**config.mk**
```make
export PLATFORM = sky130hd
export DESIGN_NAME = two_channel_tone_sequencer_top
export DESIGN_NICKNAME = d
export VERILOG_FILES = /design/src/hw/rtl/tcts_pkg.sv /design/src/hw/rtl/tcts_apb.sv /design/src/hw/rtl/tcts_core.sv /design/src/hw/rtl/two_channel_tone_sequencer_top.sv
export VERILOG_INCLUDE_DIRS = /design/src /design/src/hw/rtl
export SDC_FILE = /design/constraint.sdc
export NUM_CORES = 1
export LEC_CHECK = 0
export ABC_AREA = 1
export BUFFER_PORTS_ARGS = -buffer_cell sky130_fd_sc_hd__buf_2
export CORE_MARGIN = 8
export CORE_UTILIZATION = 30
export DETAILED_ROUTE_END_ITERATION = 6
export PLACE_DENSITY_LB_ADDON = 0.1
export SLEW_MARGIN = 30
export SYNTH_ARGS = -nofsm -noshare
export SYNTH_HDL_FRONTEND = slang
export SYNTH_HIERARCHICAL = 1
export SYNTH_SLANG_ARGS = --single-unit
export TNS_END_PERCENT = 30
```
**constraint.sdc**
```tcl
create_clock -name i_clk -period 4.8 [get_ports i_clk]
set_input_delay 0.24 -clock i_clk [delete_from_list [all_inputs] [get_ports i_clk]]
set_output_delay 0.24 -clock i_clk [all_outputs]
set_load 0.01 [all_outputs]
```
**src/hw/rtl/two_channel_tone_sequencer_top_assert.svh**
```systemverilog
// ----------------------------------------------------------------------------
// Assertion macros for the two-channel tone sequencer
// Concurrent assertion wrappers that compile away when SYNTHESIS is defined.
// ----------------------------------------------------------------------------
`ifndef TWO_CHANNEL_TONE_SEQUENCER_TOP_ASSERT_SVH
`define TWO_CHANNEL_TONE_SEQUENCER_TOP_ASSERT_SVH
`ifndef SYNTHESIS
// Assertion that is switched off while reset is active.
`define TCTS_ASSERT_RST(lbl, clk, rst_n, prop, msg) \
    lbl: assert property (@(posedge clk) disable iff (!rst_n) prop) else $error(msg);
// Assertion that is checked at every edge, reset included.
`define TCTS_ASSERT_ALL(lbl, clk, prop, msg) \
    lbl: assert property (@(posedge clk) prop) else $error(msg);
`else
`define TCTS_ASSERT_RST(lbl, clk, rst_n, prop, msg)
`define TCTS_ASSERT_ALL(lbl, clk, prop, msg)
`endif
`endif

```
**src/hw/rtl/tcts_pkg.sv**
```systemverilog
// ----------------------------------------------------------------------------
// Tone sequencer package
// Widths, item types, action codes and the note tables of the tone sequencer.
// ----------------------------------------------------------------------------
package tcts_pkg;

    // Field and state widths.
    localparam int ACTION_W   = 3;
    localparam int EFFECT_W   = 4;
    localparam int FREQ_W     = 11;
    localparam int TICKS_W    = 2;
    localparam int TUNE_IDX_W = 6;
    localparam int FX_IDX_W   = 3;
    localparam int FX_CNT_W   = 4;

    // Sequencer limits.
    localparam int TUNE_LENGTH      = 40;
    localparam int MAX_EFFECT_NOTES = 8;
    localparam int EFFECT_COUNT     = 15;
    localparam int TUNE_ROM_NOTES   = 40;

    // Configuration port.
    localparam int PADDR_W = 3;
    localparam int PDATA_W = 32;
    localparam logic REG_SOUND_EN = 1'b0;

    // Note frequencies in Hz.
    localparam logic [FREQ_W-1:0] F_REST = 11'd0;
    localparam logic [FREQ_W-1:0] F_C5   = 11'd523;
    localparam logic [FREQ_W-1:0] F_D5   = 11'd587;
    localparam logic [FREQ_W-1:0] F_E5   = 11'd659;
    localparam logic [FREQ_W-1:0] F_F5   = 11'd698;
    localparam logic [FREQ_W-1:0] F_G5   = 11'd784;
    localparam logic [FREQ_W-1:0] F_A5   = 11'd880;
    localparam logic [FREQ_W-1:0] F_C6   = 11'd1046;
    localparam logic [FREQ_W-1:0] F_D6   = 11'd1175;
    localparam logic [FREQ_W-1:0] F_E6   = 11'd1318;
    localparam logic [FREQ_W-1:0] F_G6   = 11'd1568;
    localparam logic [FREQ_W-1:0] F_A6   = 11'd1760;

    typedef enum logic [ACTION_W-1:0] {
        ACT_TICK      = 3'd0,
        ACT_EFFECT    = 3'd1,
        ACT_TUNE      = 3'd2,
        ACT_STOP_TUNE = 3'd3,
        ACT_STOP_ALL  = 3'd4
    } t_action;

    typedef struct packed {
        logic [FREQ_W-1:0]  hz;
        logic [TICKS_W-1:0] len;
    } t_note;

    typedef struct packed {
        logic [ACTION_W-1:0] action;
        logic [EFFECT_W-1:0] effect_id;
        logic                speaker_owned;
    } t_item;

    typedef struct packed {
        logic                tone_on;
        logic [FREQ_W-1:0]   tone_freq;
        logic                tune_playing;
        logic [EFFECT_W-1:0] effect_playing;
    } t_result;

    // Tune table; entries past the end read as a silent empty note.
    function automatic t_note tune_note(input logic [TUNE_IDX_W-1:0] idx);
        t_note n;
        n = '{F_REST, 2'd0};
        case (idx)
            6'd0:  n = '{F_C5, 2'd1};
            6'd1:  n = '{F_E5, 2'd1};
            6'd2:  n = '{F_G5, 2'd1};
            6'd3:  n = '{F_C6, 2'd1};
            6'd4:  n = '{F_E6, 2'd1};
            6'd5:  n = '{F_G6, 2'd1};
            6'd6:  n = '{F_E6, 2'd1};
            6'd7:  n = '{F_C6, 2'd1};
            6'd8:  n = '{F_G5, 2'd1};
            6'd9:  n = '{F_C6, 2'd1};
            6'd10: n = '{F_E6, 2'd1};
            6'd11: n = '{F_G6, 2'd1};
            6'd12: n = '{F_A6, 2'd2};
            6'd13: n = '{F_G6, 2'd1};
            6'd14: n = '{F_E6, 2'd1};
            6'd15: n = '{F_C6, 2'd1};
            6'd16: n = '{F_G5, 2'd1};
            6'd17: n = '{F_E5, 2'd1};
            6'd18: n = '{F_G5, 2'd1};
            6'd19: n = '{F_C6, 2'd1};
            6'd20: n = '{F_E6, 2'd1};
            6'd21: n = '{F_G6, 2'd1};
            6'd22: n = '{F_REST, 2'd1};
            6'd23: n = '{F_E6, 2'd1};
            6'd24: n = '{F_D6, 2'd1};
            6'd25: n = '{F_C6, 2'd1};
            6'd26: n = '{F_G5, 2'd1};
            6'd27: n = '{F_E5, 2'd1};
            6'd28: n = '{F_G5, 2'd1};
            6'd29: n = '{F_C6, 2'd1};
            6'd30: n = '{F_REST, 2'd1};
            6'd31: n = '{F_G5, 2'd1};
            6'd32: n = '{F_C6, 2'd1};
            6'd33: n = '{F_E6, 2'd1};
            6'd34: n = '{F_G6, 2'd1};
            6'd35: n = '{F_C6, 2'd1};
            6'd36: n = '{F_E6, 2'd1};
            6'd37: n = '{F_G6, 2'd2};
            6'd38: n = '{F_C6, 2'd3};
            default: n = '{F_REST, 2'd0};
        endcase
        return n;
    endfunction

    // Number of notes in each effect; effect zero and fifteen are empty.
    function automatic logic [FX_CNT_W-1:0] fx_count(input logic [EFFECT_W-1:0] id);
        logic [FX_CNT_W-1:0] c;
        c = '0;
        case (id)
            4'd1:  c = 4'd1;
            4'd2:  c = 4'd2;
            4'd3:  c = 4'd4;
            4'd4:  c = 4'd2;
            4'd5:  c = 4'd2;
            4'd6:  c = 4'd2;
            4'd7:  c = 4'd3;
            4'd8:  c = 4'd2;
            4'd9:  c = 4'd1;
            4'd10: c = 4'd3;
            4'd11: c = 4'd4;
            4'd12: c = 4'd5;
            4'd13: c = 4'd4;
            4'd14: c = 4'd1;
            default: c = 4'd0;
        endcase
        return c;
    endfunction

    // Effect note table, looked up by effect number and note index.
    function automatic t_note fx_note(input logic [EFFECT_W-1:0] id,
                                      input logic [FX_IDX_W-1:0] idx);
        t_note n;
        n = '{F_REST, 2'd0};
        case ({id, idx})
            {4'd1,  3'd0}: n = '{F_C6, 2'd1};
            {4'd2,  3'd0}: n = '{F_E6, 2'd1};
            {4'd2,  3'd1}: n = '{F_G6, 2'd1};
            {4'd3,  3'd0}: n = '{F_C5, 2'd1};
            {4'd3,  3'd1}: n = '{F_E5, 2'd1};
            {4'd3,  3'd2}: n = '{F_G5, 2'd1};
            {4'd3,  3'd3}: n = '{F_C6, 2'd1};
            {4'd4,  3'd0}: n = '{F_E5, 2'd1};
            {4'd4,  3'd1}: n = '{F_G5, 2'd1};
            {4'd5,  3'd0}: n = '{F_C5, 2'd2};
            {4'd5,  3'd1}: n = '{F_G5, 2'd2};
            {4'd6,  3'd0}: n = '{F_E5, 2'd1};
            {4'd6,  3'd1}: n = '{F_C5, 2'd2};
            {4'd7,  3'd0}: n = '{F_A5, 2'd1};
            {4'd7,  3'd1}: n = '{F_G5, 2'd1};
            {4'd7,  3'd2}: n = '{F_F5, 2'd1};
            {4'd8,  3'd0}: n = '{F_G5, 2'd1};
            {4'd8,  3'd1}: n = '{F_C5, 2'd2};
            {4'd9,  3'd0}: n = '{F_D6, 2'd1};
            {4'd10, 3'd0}: n = '{F_E6, 2'd1};
            {4'd10, 3'd1}: n = '{F_C6, 2'd1};
            {4'd10, 3'd2}: n = '{F_G5, 2'd2};
            {4'd11, 3'd0}: n = '{F_C5, 2'd1};
            {4'd11, 3'd1}: n = '{F_E5, 2'd1};
            {4'd11, 3'd2}: n = '{F_G5, 2'd1};
            {4'd11, 3'd3}: n = '{F_C6, 2'd2};
            {4'd12, 3'd0}: n = '{F_C5, 2'd1};
            {4'd12, 3'd1}: n = '{F_D5, 2'd1};
            {4'd12, 3'd2}: n = '{F_E5, 2'd1};
            {4'd12, 3'd3}: n = '{F_G5, 2'd1};
            {4'd12, 3'd4}: n = '{F_C6, 2'd3};
            {4'd13, 3'd0}: n = '{F_A5, 2'd1};
            {4'd13, 3'd1}: n = '{F_F5, 2'd1};
            {4'd13, 3'd2}: n = '{F_D5, 2'd2};
            {4'd13, 3'd3}: n = '{F_C5, 2'd3};
            {4'd14, 3'd0}: n = '{F_G5, 2'd1};
            default: n = '{F_REST, 2'd0};
        endcase
        return n;
    endfunction

endpackage

```
**src/hw/rtl/tcts_apb.sv**
```systemverilog
// ----------------------------------------------------------------------------
// Tone sequencer configuration port
// APB-style register file holding the global sound enable.
// ----------------------------------------------------------------------------
module tcts_apb (
    input  logic                                i_clk,
    input  logic                                i_rst_n,
    input  logic                                psel,
    input  logic                                penable,
    input  logic                                pwrite,
    input  logic [tcts_pkg::PADDR_W-1:0]        paddr,
    input  logic [tcts_pkg::PDATA_W-1:0]        pwdata,
    output logic [tcts_pkg::PDATA_W-1:0]        prdata,
    output logic                                pready,
    output logic                                o_sound_en
);

    logic r_sound_en;
    logic n_sound_en;
    logic sel_sound_en;

    // Register index sits above the byte offset.
    assign sel_sound_en = (paddr[tcts_pkg::PADDR_W-1:2] == tcts_pkg::REG_SOUND_EN);

    // A write lands in the access phase of the transfer.
    always_comb begin
        n_sound_en = r_sound_en;
        if (psel && penable && pwrite && pready && sel_sound_en) begin
            n_sound_en = pwdata[0];
        end
    end

    always_ff @(posedge i_clk) begin
        if (!i_rst_n) begin
            r_sound_en <= 1'b1;
        end else begin
            r_sound_en <= n_sound_en;
        end
    end

    // Read data for the addressed register.
    assign prdata     = sel_sound_en ? {{(tcts_pkg::PDATA_W-1){1'b0}}, r_sound_en} : '0;
    assign pready     = 1'b1;
    assign o_sound_en = r_sound_en;

endmodule

```
**src/hw/rtl/tcts_core.sv**
```systemverilog
// ----------------------------------------------------------------------------
// Tone sequencer core
// Channel state registers and the single-pass next-state and tone logic.
// ----------------------------------------------------------------------------
module tcts_core (
    input  logic              i_clk,
    input  logic              i_rst_n,
    input  logic              i_step,
    input  tcts_pkg::t_item   i_item,
    input  logic              i_sound_en,
    output tcts_pkg::t_result o_result
);

    logic [tcts_pkg::EFFECT_W-1:0]   r_effect,     n_effect;
    logic [tcts_pkg::FX_IDX_W-1:0]   r_fx_idx,     n_fx_idx;
    logic [tcts_pkg::TICKS_W-1:0]    r_fx_ticks,   n_fx_ticks;
    logic                            r_tune,       n_tune;
    logic [tcts_pkg::TUNE_IDX_W-1:0] r_tune_idx,   n_tune_idx;
    logic [tcts_pkg::TICKS_W-1:0]    r_tune_ticks, n_tune_ticks;
    logic                            r_sounding,   n_sounding;
    logic [tcts_pkg::FREQ_W-1:0]     r_freq,       n_freq;

    // Next state: apply the action, then the tick that it asks for.
    always_comb begin
        tcts_pkg::t_note             note;
        logic [tcts_pkg::FX_CNT_W-1:0] cnt;
        logic                        do_tick;
        logic                        can_sound;

        n_effect     = r_effect;
        n_fx_idx     = r_fx_idx;
        n_fx_ticks   = r_fx_ticks;
        n_tune       = r_tune;
        n_tune_idx   = r_tune_idx;
        n_tune_ticks = r_tune_ticks;
        n_sounding   = r_sounding;
        n_freq       = r_freq;
        do_tick      = 1'b0;
        note         = '0;
        cnt          = '0;
        can_sound    = i_sound_en && i_item.speaker_owned;

        unique case (tcts_pkg::t_action'(i_item.action))
            tcts_pkg::ACT_TICK: begin
                do_tick = 1'b1;
            end
            tcts_pkg::ACT_EFFECT: begin
                if (i_sound_en && (i_item.effect_id != '0) && !r_tune
                    && ({1'b0, i_item.effect_id} < (tcts_pkg::EFFECT_W + 1)'(tcts_pkg::EFFECT_COUNT))
                    && (tcts_pkg::fx_count(i_item.effect_id) != '0)) begin
                    n_effect   = i_item.effect_id;
                    n_fx_idx   = '0;
                    n_fx_ticks = '0;
                    do_tick    = 1'b1;
                end
            end
            tcts_pkg::ACT_TUNE: begin
                if (i_sound_en) begin
                    n_tune       = 1'b1;
                    n_tune_idx   = '0;
                    n_tune_ticks = '0;
                    n_effect     = '0;
                    n_fx_ticks   = '0;
                end
            end
            tcts_pkg::ACT_STOP_TUNE: begin
                n_tune       = 1'b0;
                n_tune_idx   = '0;
                n_tune_ticks = '0;
                n_sounding   = 1'b0;
                n_freq       = '0;
            end
            tcts_pkg::ACT_STOP_ALL: begin
                n_sounding   = 1'b0;
                n_freq       = '0;
                n_effect     = '0;
                n_fx_idx     = '0;
                n_fx_ticks   = '0;
                n_tune       = 1'b0;
                n_tune_idx   = '0;
                n_tune_ticks = '0;
            end
            default: begin
            end
        endcase

        // One tick: the tune channel has priority over the effect channel.
        if (do_tick) begin
            if (n_tune) begin
                if (n_tune_ticks == '0) begin
                    n_sounding = 1'b0;
                    n_freq     = '0;
                    if ((n_tune_idx >= tcts_pkg::TUNE_IDX_W'(tcts_pkg::TUNE_LENGTH))
                        || (n_tune_idx >= tcts_pkg::TUNE_IDX_W'(tcts_pkg::TUNE_ROM_NOTES))) begin
                        n_tune = 1'b0;
                    end else begin
                        note         = tcts_pkg::tune_note(n_tune_idx);
                        n_tune_idx   = n_tune_idx + 1'b1;
                        n_tune_ticks = (note.len == '0) ? '0 : note.len - 1'b1;
                        if ((note.hz != '0) && can_sound) begin
                            n_sounding = 1'b1;
                            n_freq     = note.hz;
                        end
                    end
                end else begin
                    n_tune_ticks = n_tune_ticks - 1'b1;
                    if (n_tune_ticks == '0) begin
                        n_sounding = 1'b0;
                        n_freq     = '0;
                    end
                end
            end else if (n_effect != '0) begin
                cnt = tcts_pkg::fx_count(n_effect);
                if (cnt > tcts_pkg::FX_CNT_W'(tcts_pkg::MAX_EFFECT_NOTES)) begin
                    cnt = tcts_pkg::FX_CNT_W'(tcts_pkg::MAX_EFFECT_NOTES);
                end
                if (cnt == '0) begin
                    n_effect = '0;
                end else if (n_fx_ticks == '0) begin
                    n_sounding = 1'b0;
                    n_freq     = '0;
                    if ({1'b0, n_fx_idx} >= cnt) begin
                        n_effect = '0;
                    end else begin
                        note       = tcts_pkg::fx_note(n_effect, n_fx_idx);
                        n_fx_idx   = n_fx_idx + 1'b1;
                        n_fx_ticks = (note.len == '0) ? '0 : note.len - 1'b1;
                        if ((note.hz != '0) && can_sound) begin
                            n_sounding = 1'b1;
                            n_freq     = note.hz;
                        end
                    end
                end else begin
                    n_fx_ticks = n_fx_ticks - 1'b1;
                    if (n_fx_ticks == '0) begin
                        n_sounding = 1'b0;
                        n_freq     = '0;
                    end
                end
            end
        end
    end

    // State advances only when an item is processed.
    always_ff @(posedge i_clk) begin
        if (!i_rst_n) begin
            r_effect     <= '0;
            r_fx_idx     <= '0;
            r_fx_ticks   <= '0;
            r_tune       <= 1'b0;
            r_tune_idx   <= '0;
            r_tune_ticks <= '0;
            r_sounding   <= 1'b0;
            r_freq       <= '0;
        end else if (i_step) begin
            r_effect     <= n_effect;
            r_fx_idx     <= n_fx_idx;
            r_fx_ticks   <= n_fx_ticks;
            r_tune       <= n_tune;
            r_tune_idx   <= n_tune_idx;
            r_tune_ticks <= n_tune_ticks;
            r_sounding   <= n_sounding;
            r_freq       <= n_freq;
        end
    end

    // Result of the item being processed, taken from the next state.
    always_comb begin
        o_result.tone_on        = n_sounding;
        o_result.tone_freq      = n_sounding ? n_freq : '0;
        o_result.tune_playing   = n_tune;
        o_result.effect_playing = n_effect;
    end

endmodule

```
**src/hw/rtl/two_channel_tone_sequencer_top.sv**
```systemverilog
// ----------------------------------------------------------------------------
// Two-channel tone sequencer
// Buzzer melody sequencer with a tune channel and a short-effect channel.
// ----------------------------------------------------------------------------
// The sequencer takes one action per transfer (tick, start effect, start tune,
// stop tune, stop all) and returns exactly one result per action: tone on,
// tone frequency, tune playing and the active effect number. It accepts one
// transfer every clock cycle unless the input side stalls; a result is offered
// on the output once its item has passed the input register and the result
// register, with a single combinational pass through the note tables feeding
// the result register. The input side stalls only while both the input and
// the result register are full and the output side stalls. The sound enable
// register sits at byte address 0 of the configuration port, resets to 1 and
// is to be written by the user only while idle; the block does not enforce it.
module two_channel_tone_sequencer_top (
    input  logic                              i_clk,
    input  logic                              i_rst_n,
    // Input channel
    input  logic                              i_in_valid,
    output logic                              o_in_stall,
    input  logic [tcts_pkg::ACTION_W-1:0]     i_action,
    input  logic [tcts_pkg::EFFECT_W-1:0]     i_effect_id,
    input  logic                              i_speaker_owned,
    // Output channel
    output logic                              o_out_valid,
    input  logic                              i_out_stall,
    output logic                              o_tone_on,
    output logic [tcts_pkg::FREQ_W-1:0]       o_tone_freq,
    output logic                              o_tune_playing,
    output logic [tcts_pkg::EFFECT_W-1:0]     o_effect_playing,
    // Configuration port
    input  logic                              psel,
    input  logic                              penable,
    input  logic                              pwrite,
    input  logic [tcts_pkg::PADDR_W-1:0]      paddr,
    input  logic [tcts_pkg::PDATA_W-1:0]      pwdata,
    output logic [tcts_pkg::PDATA_W-1:0]      prdata,
    output logic                              pready
);

`include "two_channel_tone_sequencer_top_assert.svh"

    logic              r_in_valid;
    tcts_pkg::t_item   r_in;
    logic              r_out_valid;
    tcts_pkg::t_result r_res;
    tcts_pkg::t_result core_res;
    logic              sound_en;
    logic              advance;
    logic              step;

    // Pipeline moves unless a finished result is held by a stalled receiver.
    assign advance    = !(r_out_valid && i_out_stall);
    assign step       = r_in_valid && advance;
    assign o_in_stall = r_in_valid && !advance;

    // Input register.
    always_ff @(posedge i_clk) begin
        if (!i_rst_n) begin
            r_in_valid <= 1'b0;
        end else if (!o_in_stall) begin
            r_in_valid <= i_in_valid;
        end
    end

    always_ff @(posedge i_clk) begin
        if (!o_in_stall && i_in_valid) begin
            r_in <= '{action: i_action, effect_id: i_effect_id,
                      speaker_owned: i_speaker_owned};
        end
    end

    tcts_apb u_apb (
        .i_clk      (i_clk),
        .i_rst_n    (i_rst_n),
        .psel       (psel),
        .penable    (penable),
        .pwrite     (pwrite),
        .paddr      (paddr),
        .pwdata     (pwdata),
        .prdata     (prdata),
        .pready     (pready),
        .o_sound_en (sound_en)
    );

    tcts_core u_core (
        .i_clk      (i_clk),
        .i_rst_n    (i_rst_n),
        .i_step     (step),
        .i_item     (r_in),
        .i_sound_en (sound_en),
        .o_result   (core_res)
    );

    // Result register.
    always_ff @(posedge i_clk) begin
        if (!i_rst_n) begin
            r_out_valid <= 1'b0;
        end else if (advance) begin
            r_out_valid <= r_in_valid;
        end
    end

    always_ff @(posedge i_clk) begin
        if (step) begin
            r_res <= core_res;
        end
    end

    assign o_out_valid      = r_out_valid;
    assign o_tone_on        = r_res.tone_on;
    assign o_tone_freq      = r_res.tone_freq;
    assign o_tune_playing   = r_res.tune_playing;
    assign o_effect_playing = r_res.effect_playing;

    // The input side only stalls behind a held, stalled result.
    `TCTS_ASSERT_ALL(a_stall_cause, i_clk, o_in_stall |-> (r_in_valid && r_out_valid && i_out_stall), "input stall without a held result")
    // Stop all leaves both channels idle and the speaker silent.
    `TCTS_ASSERT_RST(a_stop_all_idle, i_clk, i_rst_n, (step && (r_in.action == tcts_pkg::ACT_STOP_ALL)) |=> (r_out_valid && !r_res.tone_on && !r_res.tune_playing && (r_res.effect_playing == '0)), "stop all did not silence")
    // The tune and an effect are never active together.
    `TCTS_ASSERT_RST(a_one_channel, i_clk, i_rst_n, (r_out_valid && r_res.tune_playing) |-> (r_res.effect_playing == '0), "tune and effect active together")
    // A silent result carries no frequency.
    `TCTS_ASSERT_RST(a_silent_freq, i_clk, i_rst_n, (r_out_valid && !r_res.tone_on) |-> (r_res.tone_freq == '0), "frequency reported while silent")

endmodule

```
==> results.cfg <==
[route]
wl_per_cell_um = 14.62
routed_wl_um = 18170
drt_iter0_markers = 475
dr.pass1.iters = 5
antenna_left = 0
post-route-drc-count = 0
vias_per_cell = 4.786
vias = 5949

[global_route]
antenna_found_initial = 0
grt_pass1_vias = 5644
grt.overflow.total = 0
grt_max_degree = 47
grt_pass1_wl_um = 29110
track_usage_pct = 14.81

[clocking]
cts_setup_buffers = 0
ctsResizeCount = 0
cts_hold_buf = 0
clockBufferDepth = 2
htree_levels = 3
root_buffer = clkbuf_16
cts.clk_slew.worst_paths_ns = 0.06
cts_made_buffers = 9
insertion_delay_ns = 0.34
cts_num_sinks = 58
cts_tree = built

[timing]
max_freq_mhz = 235.4
rsz0062_at_grt = no
worst_slew_pin_slew_ns = 0.8234
final-hold-violation-count = 0
fin_crit_sh_pct = 88.51
layout_min_cycle_time_ns = 4.249
fin_skew_ns = 0.01313
setup_viol = 0
finalSetupTns_ns = 0
slew-limit-headroom_pct = 44.77
maxSlewViolCount = 0
worst_slack_ns = 0.5513

[yosys]
synth_top_cell_area_share_pct = 15.30
synth-simple-area-share_pct = 39.03
synth_mux_area_share_pct = 0
synth-seq-cells = 58
synth-compound-area-share_pct = 14.15
netlist_instances = 953
synth_top_family_by_area = simple AND/OR/NAND/NOR gates
ys_types = 50
synth_edf_count = 25
ys_async_sr_fraction_pct = 0
synth_top_area_cell = nand2_1
synthTopCellsByArea = nand2_1, edfxtp_1, dfxtp_1, nand3_1, inv_1
yosysSeqAreaShare_pct = 23.58
synth_ff_type = dfxtp_1
synthTopCellsByCount = nand2_1, inv_1, nand3_1, nor2_1, a21oi_1
ys.warnings.count = 6
synth_fa_ha_area_share_pct = 5.853
avgSynthCellArea_um2 = 6.281
synth_most_common_cell = nand2_1
synth_area_um2 = 5986
synth_xor_area_share_pct = 0.1463

[placement]
dp_cells = 1227
gp_congestion = 0.8850
dp_hpwl_um = 13480
dp_slack_ns = 0.4942
port_buffers = 36

[setup_path]
crit_path_start_kind = register
cp.arrival_ns = 4.46
endpoint_kind = register
crit_fanout = 18
max_stage_delay_ns = 0.43
cp_slowest_cell = edfxtp_1
path_class = reg2reg
cp_data_required_time_ns = 5.01
crit_top_cell = nand2_1

[pwr]
p_sw_share_pct = 35.44
p_int_mw = 1.076
p_sw_uw = 590.8
power_density_nw_per_um2 = 255.2
p_seq_share_pct = 33.4
power_leakage_nw = 3.386
p_clk_share_pct = 39.4
ir_drop_mv = 0.1667
p_comb_share_pct = 27.2
finalPower_mw = 1.667

[layout]
drive_above_1_share_pct = 16.46
final_core_util_pct = 33.45
syn_to_final_growth_pct = 9.114
instances_no_fill = 1243
antenna_cells = 0
final_nets = 1051

[floorplan]
die_area_um2 = 24730
core_um2 = 19530
initial_core_util_pct = 30.65
ios = 102
row_count = 51
die_y_um = 157.3
die_width_um = 157.3

[flow_run]
maxCapViolations = 0

[min_path]
hold_class = in2reg

[run_status]
status = finished, final reports clean
==> flip-flops by register name, indices dropped and copies added (netlist names), 2 cells and up <==
register and flops:
u_core/r_freq 11, o_tone_freq 11, u_core/r_tune_ticks 2, o_effect_playing 4, u_core/r_tune_idx 6, u_core/r_fx_ticks 2, u_core/r_effect 4, r_in 8
u_core/r_fx_idx 3
==> per-stage QoR <==
step / cell area [um^2] / hold WS [ns]
floorplan: 6098 / 0.3246
global placement: 6233 / 0.4173
detailed placement: 6236 / 0.4190
CTS: 6531 / 0.05768
global route: 6531 / 0.06130
finish: 6531 / 0.07520
==> critical path, delay by kind of cell, from the launching register on <==
kind	cells	cell delay [ns]
simple gates	17	2.23
fa+ha+maj	2	0.53
buf+inv	5	0.50
compound gates	4	0.43
flops	1	0.43
==> logic make-up (layout without fill, tap and decap cells) <==
logic type	after synthesis	count (layout)
AND/OR/NAND/NOR	503	503
buffers and inverters	212	207
AO/OA/AOI/OAI	149	149
flip-flops	58	58
adder cells (fa/ha/maj)	28	28
other	2	32
XOR/XNOR	1	1
==> cells in the final DEF (no fill, tap or decap), types with 3 or more instances in the layout <==
master / n
edfxtp_1: 25
buf_4: 11
o21ai_0: 37
nor2_4: 6
ha_1: 28
dfxtp_1: 33
conb_1: 32
a21oi_1: 73
inv_2: 27
nand3_1: 94
clkbuf_16: 9
clkinv_1: 3
inv_1: 113
o31ai_1: 3
o21ai_1: 10
o211ai_1: 5
buf_2: 36
nand2_2: 25
a31oi_1: 4
nor3_1: 3
clkinvlp_4: 3
nor2_2: 11
nand2_1: 244
nand2_4: 4
nand3_2: 9
nand4_1: 19
nor2_1: 81
==> power by group through the flow <==
stage,sequential [mW],clock [mW],combinational [mW]
2_1_floorplan,0.569,0,0.368
3_3_place_gp,0.568,0,0.452
3_5_place_dp,0.568,0,0.451
4_1_cts,0.557,0.678,0.453
5_1_grt,0.560,0.692,0.513
6_report,0.557,0.657,0.453
==> worst paths after layout <==
kind              slack (ns)               start  depth (start not counted)                  to
setup / recovery        0.55             r_in[1]                         28     o_tone_freq[10]
hold / removal          0.08         i_action[0]                          1             r_in[5]
setup reg to reg        0.55             r_in[1]                         28     o_tone_freq[10]
hold reg to reg         0.47  u_core/r_fx_idx[1]                          2  u_core/r_fx_idx[1]
==> routing by layer <==
metal	track usage, %	part of all wire [%]
met1	20.35	51
met2	22.91	43
met3	2.742	5.1
met4	4.714	1.5
met5	0	0
==> layout make-up <==
cell class | instances | area [um^2]
fill | 2230 | 13000
multi-input combinational | 713 | 3682
sequential | 58 | 1411
inverter | 144 | 548.0
tap | 265 | 331.6
timing repair buffer | 47 | 262.8
clock buffer | 9 | 225.2
clock inverter | 7 | 70.07
Note: power is estimated with default switching activity, not from simulation.
